## src/rtl/dq_pkg.sv

```systemverilog
// ----------------------------------------------------------------------------
// dq_pkg : shared types and codes for the double-ended queue
// Request kinds, status codes and the operation decode passed from the
// ring pointer logic to the storage side.
// ----------------------------------------------------------------------------
`default_nettype none

package dq_pkg;

    // request kinds, as carried on s_tuser
    typedef enum logic [1:0] {
        KIND_PUSH_FRONT = 2'd0,
        KIND_PUSH_REAR  = 2'd1,
        KIND_POP_FRONT  = 2'd2,
        KIND_POP_REAR   = 2'd3
    } kind_t;

    // result status, as carried on m_tuser
    localparam logic [1:0] ST_OK    = 2'd0;
    localparam logic [1:0] ST_EMPTY = 2'd1;
    localparam logic [1:0] ST_FULL  = 2'd2;

    localparam int unsigned VALUE_W = 32;

    // decoded operation for one request
    typedef struct packed {
        logic       wr_en;   // push accepted: write the slot
        logic       rd_en;   // pop accepted: read the slot
        logic [1:0] status;
    } dq_op_t;

endpackage

`default_nettype wire

```

## src/rtl/double_ended_queue.sv

```systemverilog
// ----------------------------------------------------------------------------
// double_ended_queue : bounded deque of signed 32-bit values
// Ring of DEPTH slots in one synchronous memory, front index and count.
// ----------------------------------------------------------------------------
// Usage:
//   Requests enter on the s_ channel: s_tuser selects push front, push rear,
//   pop front or pop rear, s_tdata carries the value to push. Each request
//   gives exactly one result on the m_ channel: m_tdata holds the popped
//   value (zero unless a pop succeeded) and the occupancy afterwards,
//   m_tuser holds the status (ok, pop on empty, push on full dropped).
//   A dropped push or empty pop leaves the queue unchanged.
//   The slot is written or read at the accepting edge; the result then passes
//   through the pending stage into the output register, which raises m_tvalid.
//   Throughput: one request per cycle while m_tready is high, as pointers
//   update at the accepting edge.
//   A request waits in one pending stage behind the output register; when
//   the receiver stalls, both fill and s_tready then drops.
//   Reset empties the queue (front index and count cleared). Slot contents
//   are not cleared; only written slots are ever read.
// ----------------------------------------------------------------------------
`default_nettype none

module double_ended_queue
    import dq_pkg::*;
#(
    parameter int unsigned DEPTH = 16
) (
    input  wire logic                 aclk,
    input  wire logic                 aresetn,
    // request channel
    input  wire logic                 s_tvalid,
    output logic                      s_tready,
    input  wire logic [31:0]          s_tdata,   // [31:0] push_value
    input  wire logic [1:0]           s_tuser,   // [1:0] kind
    // result channel
    output logic                      m_tvalid,
    input  wire logic                 m_tready,
    output logic [((VALUE_W+$clog2(DEPTH+1)+7)/8)*8-1:0] m_tdata,
                                      // [31:0] pop_value, then occupancy
    output logic [1:0]                m_tuser    // [1:0] status
);

    localparam int unsigned IW  = $clog2(DEPTH);
    localparam int unsigned CW  = $clog2(DEPTH+1);
    localparam int unsigned TDW = ((VALUE_W + CW + 7) / 8) * 8;

    // ring state
    logic [IW-1:0]      head_reg;
    logic [CW-1:0]      count_reg;
    logic [VALUE_W-1:0] mem [DEPTH];
    logic [VALUE_W-1:0] rdata_reg;

    // pending stage: request done, read data on its way
    logic               pend_reg;
    logic               pend_rd_reg;
    logic [1:0]         pend_status_reg;
    logic [CW-1:0]      pend_occ_reg;

    // output register
    logic               out_valid_reg;
    logic [TDW-1:0]     out_data_reg;
    logic [1:0]         out_status_reg;

    dq_op_t             op;
    logic [IW-1:0]      addr;
    logic [IW-1:0]      head_next;
    logic [CW-1:0]      count_next;
    logic               s_fire;
    logic               out_free;
    logic               pend_move;
    logic [VALUE_W-1:0] pop_value;

    dq_ring #(
        .DEPTH (DEPTH)
    ) u_ring (
        .kind       (s_tuser),
        .head       (head_reg),
        .count      (count_reg),
        .op         (op),
        .addr       (addr),
        .head_next  (head_next),
        .count_next (count_next)
    );

    // handshake
    assign out_free  = !out_valid_reg || m_tready;
    assign pend_move = pend_reg && out_free;
    assign s_tready  = !pend_reg || out_free;
    assign s_fire    = s_tvalid && s_tready;

    // slot memory: single port, registered read
    always_ff @(posedge aclk) begin
        if (s_fire && op.wr_en) begin
            mem[addr] <= s_tdata;
        end
        if (s_fire && op.rd_en) begin
            rdata_reg <= mem[addr];
        end
    end

    // pointers
    always_ff @(posedge aclk) begin
        if (!aresetn) begin
            head_reg  <= '0;
            count_reg <= '0;
        end else if (s_fire) begin
            head_reg  <= head_next;
            count_reg <= count_next;
        end
    end

    // pending stage
    always_ff @(posedge aclk) begin
        if (!aresetn) begin
            pend_reg <= 1'b0;
        end else if (s_fire) begin
            pend_reg <= 1'b1;
        end else if (pend_move) begin
            pend_reg <= 1'b0;
        end
    end

    always_ff @(posedge aclk) begin
        if (s_fire) begin
            pend_rd_reg     <= op.rd_en;
            pend_status_reg <= op.status;
            pend_occ_reg    <= count_next;
        end
    end

    // result assembly
    assign pop_value = pend_rd_reg ? rdata_reg : '0;

    always_ff @(posedge aclk) begin
        if (!aresetn) begin
            out_valid_reg <= 1'b0;
        end else if (pend_move) begin
            out_valid_reg <= 1'b1;
        end else if (m_tready) begin
            out_valid_reg <= 1'b0;
        end
    end

    always_ff @(posedge aclk) begin
        if (pend_move) begin
            out_data_reg   <= TDW'({pend_occ_reg, pop_value});
            out_status_reg <= pend_status_reg;
        end
    end

    assign m_tvalid = out_valid_reg;
    assign m_tdata  = out_data_reg;
    assign m_tuser  = out_status_reg;

    // checks
    a_count_bound: assert property (@(posedge aclk) disable iff (!aresetn)
        count_reg <= CW'(DEPTH))
        else $error("entry count beyond depth");

    a_pend_room: assert property (@(posedge aclk) disable iff (!aresetn)
        s_fire && pend_reg |-> out_free)
        else $error("request accepted over a stalled pending stage");

    a_fire_pend: assert property (@(posedge aclk) disable iff (!aresetn)
        s_fire |=> pend_reg)
        else $error("accepted request not held pending");

    a_fail_zero: assert property (@(posedge aclk) disable iff (!aresetn)
        out_valid_reg && (out_status_reg != ST_OK) |->
            (out_data_reg[VALUE_W-1:0] == '0))
        else $error("failed request returned a value");

endmodule

`default_nettype wire

```

## src/rtl/dq_ring.sv

```systemverilog
// ----------------------------------------------------------------------------
// dq_ring : ring pointer arithmetic for the double-ended queue
// Decodes one request against the front index and entry count, giving the
// slot address, the memory access and the updated pointers.
// ----------------------------------------------------------------------------
`default_nettype none

module dq_ring
    import dq_pkg::*;
#(
    parameter int unsigned DEPTH = 16
) (
    input  wire logic [1:0]                 kind,
    input  wire logic [$clog2(DEPTH)-1:0]   head,
    input  wire logic [$clog2(DEPTH+1)-1:0] count,
    output dq_op_t                          op,
    output logic [$clog2(DEPTH)-1:0]        addr,
    output logic [$clog2(DEPTH)-1:0]        head_next,
    output logic [$clog2(DEPTH+1)-1:0]      count_next
);

    localparam int unsigned IW = $clog2(DEPTH);
    localparam int unsigned CW = $clog2(DEPTH+1);

    localparam logic [IW-1:0] LAST_IDX = IW'(DEPTH - 1);
    localparam logic [IW:0]   DEPTH_X  = (IW+1)'(DEPTH);
    localparam logic [CW-1:0] DEPTH_C  = CW'(DEPTH);

    logic          full;
    logic          empty;
    logic [IW-1:0] head_dec;
    logic [IW-1:0] head_inc;
    logic [IW:0]   rear_sum;
    logic [IW:0]   rear_raw;
    logic [IW-1:0] rear_pos;

    assign full  = (count == DEPTH_C);
    assign empty = (count == '0);

    // front index stepped either way, with wrap
    assign head_dec = (head == '0) ? LAST_IDX : head - IW'(1);
    assign head_inc = (head == LAST_IDX) ? '0 : head + IW'(1);

    // rear slot: head + count for a push, one less for a pop
    always_comb begin
        rear_sum = {1'b0, head} + (IW+1)'(count);
        if (kind == KIND_POP_REAR) begin
            rear_raw = rear_sum - (IW+1)'(1);
        end else begin
            rear_raw = rear_sum;
        end
        if (rear_raw >= DEPTH_X) begin
            rear_pos = IW'(rear_raw - DEPTH_X);
        end else begin
            rear_pos = rear_raw[IW-1:0];
        end
    end

    // per-kind decode
    always_comb begin
        op         = '0;
        op.status  = ST_OK;
        addr       = rear_pos;
        head_next  = head;
        count_next = count;
        case (kind)
            KIND_PUSH_FRONT: begin
                addr = head_dec;
                if (full) begin
                    op.status = ST_FULL;
                end else begin
                    op.wr_en   = 1'b1;
                    head_next  = head_dec;
                    count_next = count + CW'(1);
                end
            end
            KIND_PUSH_REAR: begin
                if (full) begin
                    op.status = ST_FULL;
                end else begin
                    op.wr_en   = 1'b1;
                    count_next = count + CW'(1);
                end
            end
            KIND_POP_FRONT: begin
                addr = head;
                if (empty) begin
                    op.status = ST_EMPTY;
                end else begin
                    op.rd_en   = 1'b1;
                    head_next  = head_inc;
                    count_next = count - CW'(1);
                end
            end
            default: begin
                if (empty) begin
                    op.status = ST_EMPTY;
                end else begin
                    op.rd_en   = 1'b1;
                    count_next = count - CW'(1);
                end
            end
        endcase
    end

endmodule

`default_nettype wire
```

## config.mk

```make
export PLATFORM = sky130hd
export DESIGN_NAME = double_ended_queue
export DESIGN_NICKNAME = d
export VERILOG_FILES = /design/src/rtl/dq_pkg.sv /design/src/rtl/double_ended_queue.sv /design/src/rtl/dq_ring.sv
export SDC_FILE = /design/constraint.sdc
export NUM_CORES = 1
export LEC_CHECK = 0
export BUFFER_PORTS_ARGS = -buffer_cell sky130_fd_sc_hd__buf_2
export CAP_MARGIN = 40
export CORE_ASPECT_RATIO = 0.8
export CORE_MARGIN = 2
export CORE_UTILIZATION = 45
export CTS_BUF_LIST = sky130_fd_sc_hd__clkbuf_4 sky130_fd_sc_hd__clkbuf_8
export CTS_CLUSTER_SIZE = 12
export DETAILED_ROUTE_END_ITERATION = 6
export GPL_TIMING_DRIVEN = 0
export PLACE_DENSITY_LB_ADDON = 0.1
export SLEW_MARGIN = 20
export SYNTH_ARGS = -nofsm -noshare
export SYNTH_HDL_FRONTEND = slang
export SYNTH_SLANG_ARGS = --single-unit
```

## constraint.sdc

```tcl
create_clock -name aclk -period 5.4 [get_ports aclk]
set_clock_uncertainty 0.05 [all_clocks]
set_input_delay 0.81 -clock aclk [delete_from_list [all_inputs] [get_ports aclk]]
set_output_delay 0.81 -clock aclk [all_outputs]
set_load 0.01 [all_outputs]
```

After elaboration in Yosys (flattened, before gate mapping)
Memories as Yosys holds them, arrays and structs flattened. A register that Yosys moved wholly into a read port is not among the register bits.
Cells that the tools add are included.
{"block": "word_totals", "register_bits": 58, "ramBits": 512, "inputBits": 38, "wordCells": 66, "n_memories": 1}
{"block": "op_classes", "n_addsub": 7, "magnitude_cmp": 1, "n_eq_ne": 7, "mux": 24, "n_reduce_logical": 16}
{"memory": "mem", "words": 16, "width": 32, "read_ports": 1, "rd_ports_with_merged_regs": 1, "write_ports": 1, "line": "double_ended_queue.sv:50", "rtl": "logic [VALUE_W-1:0] mem [DEPTH];"}
{"cell": "two-way mux 4 bit", "n": 5}
{"cell": "two-way mux 5 bit", "n": 4}
{"cell": "case mux 4 bit (2 select lines)", "n": 2}
{"cell": "two-way mux 1 bit", "n": 11}
{"cell": "subtractor 5 x 1 -> 5 bit (second input constant)", "n": 2}
{"cell": "subtractor 4 x 1 -> 4 bit (second input constant)", "n": 2}
{"cell": "nonzero test 2 bit", "n": 3}
{"cell": "adder 4 x 5 -> 5 bit", "n": 1}
{"cell": "adder 5 x 1 -> 5 bit (second input constant)", "n": 1}
{"cell": "== test 5 bit (second input constant)", "n": 1}
{"cell": ">= comparator 5 bit (second input constant)", "n": 1}
{"cell": "logical NOT 5 bit", "n": 1}
{"cell": "adder 4 x 1 -> 4 bit (second input constant)", "n": 1}
{"cell": "== test 2 bit (second input constant)", "n": 2}
{"cell": "== test 4 bit (second input constant)", "n": 1}
{"cell": "logical AND 1 bit", "n": 4}
{"cell": "logical NOT 4 bit", "n": 1}
{"cell": "two-way mux 2 bit", "n": 2}
{"cell": "!= test 2 bit (second input constant)", "n": 2}
{"cell": "AND reduction 4 bit", "n": 1}
{"cell": "== test 2 x 1 -> 1 bit (second input constant)", "n": 1}
{"cell": "logical NOT 1 bit", "n": 2}
{"cell": "logical NOT 2 bit", "n": 1}
{"cell": "logical OR 1 bit", "n": 2}
{"cell": "OR reduction 2 bit", "n": 1}

Depth between registers and ports, before layout
{"block": "depth", "depth_word": 7, "ltp_mapped": 13}

Modules after synthesis
Synthesis repeated with hierarchy kept, for this count alone.
{"block": "hier_totals", "hier_cells": 1095, "area_unflattened_um2": 23113.4}
{"module": "double_ended_queue", "instances": 1, "cells_per_inst": 982, "area_per_inst_um2": 22290.1, "seq_area_each_um2": 17967.2}
{"module": "dq_ring", "instances": 1, "cells_per_inst": 113, "area_per_inst_um2": 823.3, "seq_area_each_um2": 0.0}

Least setup slack after synthesis
OpenSTA, ideal clock, no wires.
{"block": "synth_timing", "path_kind": "register to register", "startpoint": "register head_reg[0]", "endpoint": "memory mem[10][0], enable pin", "setup_ns": 0.421, "arrival_ns": 3.864, "required_ns": 4.929, "path_slack_ns": 1.065, "stages_incl_launch_ff": 10, "n_path_buf": 1, "period_less_slack_ns": 4.335, "path_cell_list": "dfxtp_1 ha_1 fa_1 and4bb_1 and3_1 or3_4 a31oi_2 buf_2 inv_1 nor2_1"}
{"block": "synth_between", "elab_chain_len": 6, "word_cells_on_any_way": 10, "classes_between": "add/sub (4); order compare (1); mux (4); reduce/logical (1)"}
{"element": "start: declaration", "line": "double_ended_queue.sv:48", "rtl": "logic [IW-1:0] head_reg;"}
{"element": "start signal: assignment", "line": "double_ended_queue.sv:107", "rtl": "head_reg <= head_next;"}
{"element": "adder 4 x 5 -> 5 bit", "line": "dq_ring.sv:46", "rtl": "rear_sum = {1'b0, head} + (IW+1)'(count);"}
{"element": "subtractor 5 x 1 -> 5 bit", "line": "dq_ring.sv:48", "rtl": "rear_raw = rear_sum - (IW+1)'(1);"}
{"element": "two-way mux 5 bit", "line": "dq_ring.sv:47", "rtl": "if (kind == KIND_POP_REAR) begin"}
{"element": "subtractor 4 x 1 -> 4 bit or >= comparator 5 bit (tied branches)", "line": "dq_ring.sv:53, dq_ring.sv:52"}
{"element": "two-way mux 4 bit", "line": "dq_ring.sv:52", "rtl": "if (rear_raw >= DEPTH_X) begin"}
{"element": "case mux 4 bit (2 select lines) *", "line": "dq_ring.sv:66", "rtl": "case (kind)"}
{"element": "end: declaration", "line": "double_ended_queue.sv:50"}
Mark *: on every way between the ends. The rest lies on a longest branch, timed or not.

Worst setup path after layout
{"block": "layout_timing", "startpoint": "register head_reg[0]", "endpoint": "memory mem[7][17], enable pin"}
Same word-level chain as after synthesis.

==> results.cfg <==
[pwr]
power_mw = 10.8
vdd_drop_max_v = 0.000175
p_per_area_nw_per_um2 = 398
p_leak_nw = 8.98

[flow_run]
cap_violations = 0

[logic_synthesis]
syn_area_per_cell_um2 = 19.0
ys.flop_type = edfxtp_1
synth_top_area_cell = edfxtp_1
ys_ff_latch = 602
netlist_instances = 1239
syn_area_um2 = 23500
async_flop_share_pct = 0
ys_seq_area_share_pct = 76.5
synth_cell_type_count = 56
synth_area_leaders = edfxtp_1 76%, mux4_2 6.6%, mux2i_1 3.0%
synth_top_area_share_pct = 75.5
yosysWarnings = 0
synth_enable_flop_cells = 591

[worst_setup_path]
cp_max_fo = 17
critPathRequiredTime_ns = 5.71
worstSetupPathType = register to register
worst-path-buf-inv = 3
worst_path_largest_cell_delay_ns = 0.70
cp_top_family = simple AND/OR/NAND/NOR gates
slowest_stage = nor2_4
worst_ep_arrival_time_ns = 4.93
cp_cell_sequence = ha_1 -> fa_1 -> inv_1 -> ha_1 -> nand2_1 -> xor2_1 -> mux2_2 -> clkbuf_1 -> nand2_1 -> nor2_4 -> buf_12
cp-start-kind = register
critPathCaptureType = register

[sta]
fmax_mhz = 217
final.period_utilization_pct = 85.4
slew_violations = 0
finalHoldViolations = 0
setup_viol = 0
rsz0062_at_grt = false
fin_crit_ns = 4.61
setup_ws_ns = 0.787
slew_headroom_pct = 39.5
tightest_slew_ns = 0.908

[global_routing]
antenna_found_initial = 0
grt_util_all_layers_pct = 20.3
grt_max_degree = 23
met1_usage_pct = 31.3
met3_usage_pct = 4.24
busiest_layer = met1
grt_remaining_overflow = 0
grt_pass1_vias = 12154
grt_pass1_wl_mm = 79.4
use_met2_pct = 29.3

[route]
post-route-drc-count = 0
first_iter_violations = 1049
dr.pass1.iters = 5
drtAntennaViolNets = 0
routed_wl_mm = 53.9
wl_per_cell_um = 24.5
num_vias = 12022
viasPerCell = 5.46

[cells_and_area]
largest_reg_flops = 512
drive_above_1_share_pct = 29.1
syn_to_final_growth_pct = 15.9
final_nets = 1490

[outcome]
outcome = complete, no violations

[clocking]
clock_sinks = 602
postCtsSetupRepairBufs = 0
cts_tree = done
h-tree-depth = 3
cts.path.max_buffers = 3
cts-buffers-inserted = 96
root_buffer = clkbuf_8
hold_buffers = 0
clk_pin_slew_ns = 0.06
clk_latency_ns = 0.68
cts_resized = 0

[placed_design]
place_congestion = 0.749
dpl.hpwl_mm = 35.4
portBuffers = 78
pre_cts_ws_ns = 0.712

[floorplan]
fp.dieArea_um2 = 54100
io_pins = 82
die_h_um = 208
die-width_um = 259
rows = 74
initial_core_util_pct = 45.8
core_um2 = 51300

[min_path]
hold_class = input pin to register
==> worst paths after layout <==
path / cells after the start / to / from / slack, ns
max: 11 / mem[7][17]$_DFFE_PP_ / head_reg[0]$_SDFFE_PN0P_ / 0.79
min: 3 / pend_reg$_SDFFE_PN0P_ / s_tvalid / 0.35
max reg2reg: 11 / mem[7][17]$_DFFE_PP_ / head_reg[0]$_SDFFE_PN0P_ / 0.79
min reg2reg: 0 / m_tdata[32]$_DFFE_PP_ / pend_occ_reg[0]$_DFFE_PP_ / 0.37
==> metrics by stage <==
| step | cells | utilization (%) | TNS, ns | instance area [um2] | hold slack [ns] |
|---|---|---|---|---|---|
| floorplan | 1241 | - | 0 | 23500 | 0.350 |
| global placement | 2003 | 48.3 | -642.27 | 24800 | 0.356 |
| detailed placement | 2028 | 49.5 | 0 | 25400 | 0.361 |
| CTS | 2198 | 53.1 | 0 | 27200 | 0.288 |
| global route | 2199 | 53.1 | 0 | 27200 | 0.329 |
| finish | 2201 | 53.1 | 0 | 27200 | 0.352 |
==> metal layers <==
layer,up-vias,wire length (um)
met5,-,0
met4,0,861
met3,67,2960
met2,321,23900
met1,6216,26200
li1,5418,-
==> final cells by class <==
type	instances	area (um2)
Fill cell	4123	24000
Sequential cell	602	18000
Multi-Input combinational cell	553	5260
Clock buffer	128	1560
Timing Repair Buffer	104	927
Tap cell	684	856
Buffer	72	363
Clock inverter	42	255
Inverter	14	52.6
Antenna cell	2	5.00
==> power by group <==
group,internal [mW],switching [mW]
Sequential,5.33,0.0380
Combinational,0.695,1.05
Clock,1.97,1.75
Total,8.00,2.84
==> worst min-delay path: cells and delay by family <==
| family | cells | cell delay [ns] |
|---|---|---|
| buffers and inverters | 2 | 0.14 |
| AOI/OAI and AO/OA | 1 | 0.06 |
==> Yosys cell counts (all sizes together) (8+ instances only) <==
cell type and number:
a21oi 12, a32oi 28, and2 35, buf 40, clkbuf 32, dfxtp 11, edfxtp 591, ha 8
inv 14, mux2 59, mux2i 70, mux4 69, nand2 70, nand3 22, nor2 25, o211ai 53
o21ai 27
==> cell usage in the layout (no fill, tap or decap), drive strengths merged, types with 4 or more instances in the layout <==
cell type | netlist | final
o2111ai | 5 | 5
ha | 8 | 8
nor3 | 4 | 4
mux2 | 59 | 59
o211ai | 53 | 53
nor2b | 4 | 4
clkinv | 0 | 33
clkbuf | 32 | 160
inv | 14 | 16
nor2 | 25 | 25
nand2 | 70 | 70
a21boi | 4 | 4
nand3b | 5 | 5
and2 | 35 | 35
a31oi | 4 | 4
nand3 | 22 | 22
edfxtp | 591 | 591
nor3b | 4 | 4
a21oi | 12 | 12
dfxtp | 11 | 11
xnor2 | 5 | 5
buf | 40 | 144
mux4 | 69 | 69
a32oi | 28 | 28
o21ai | 27 | 27
mux2i | 70 | 70
nand2b | 4 | 4
clkinvlp | 0 | 5
a22oi | 4 | 4
==> kinds of logic (layout without fill, tap and decap cells) <==
family                   count (synthesis)  count (layout)  synth area share [%]
AO/OA/AOI/OAI                          150             150                  4.62
XOR/XNOR                                 7               7                 0.261
adder cells (fa/ha/maj)                  9               9                 0.511
buffers and inverters                   86             360                  1.77
flip-flops                             602             602                  76.5
multiplexers                           198             198                  12.4
other                                    1               5                0.0160
AND/OR/NAND/NOR                        186             186                  3.94
(Power assumes the default switching activity.)
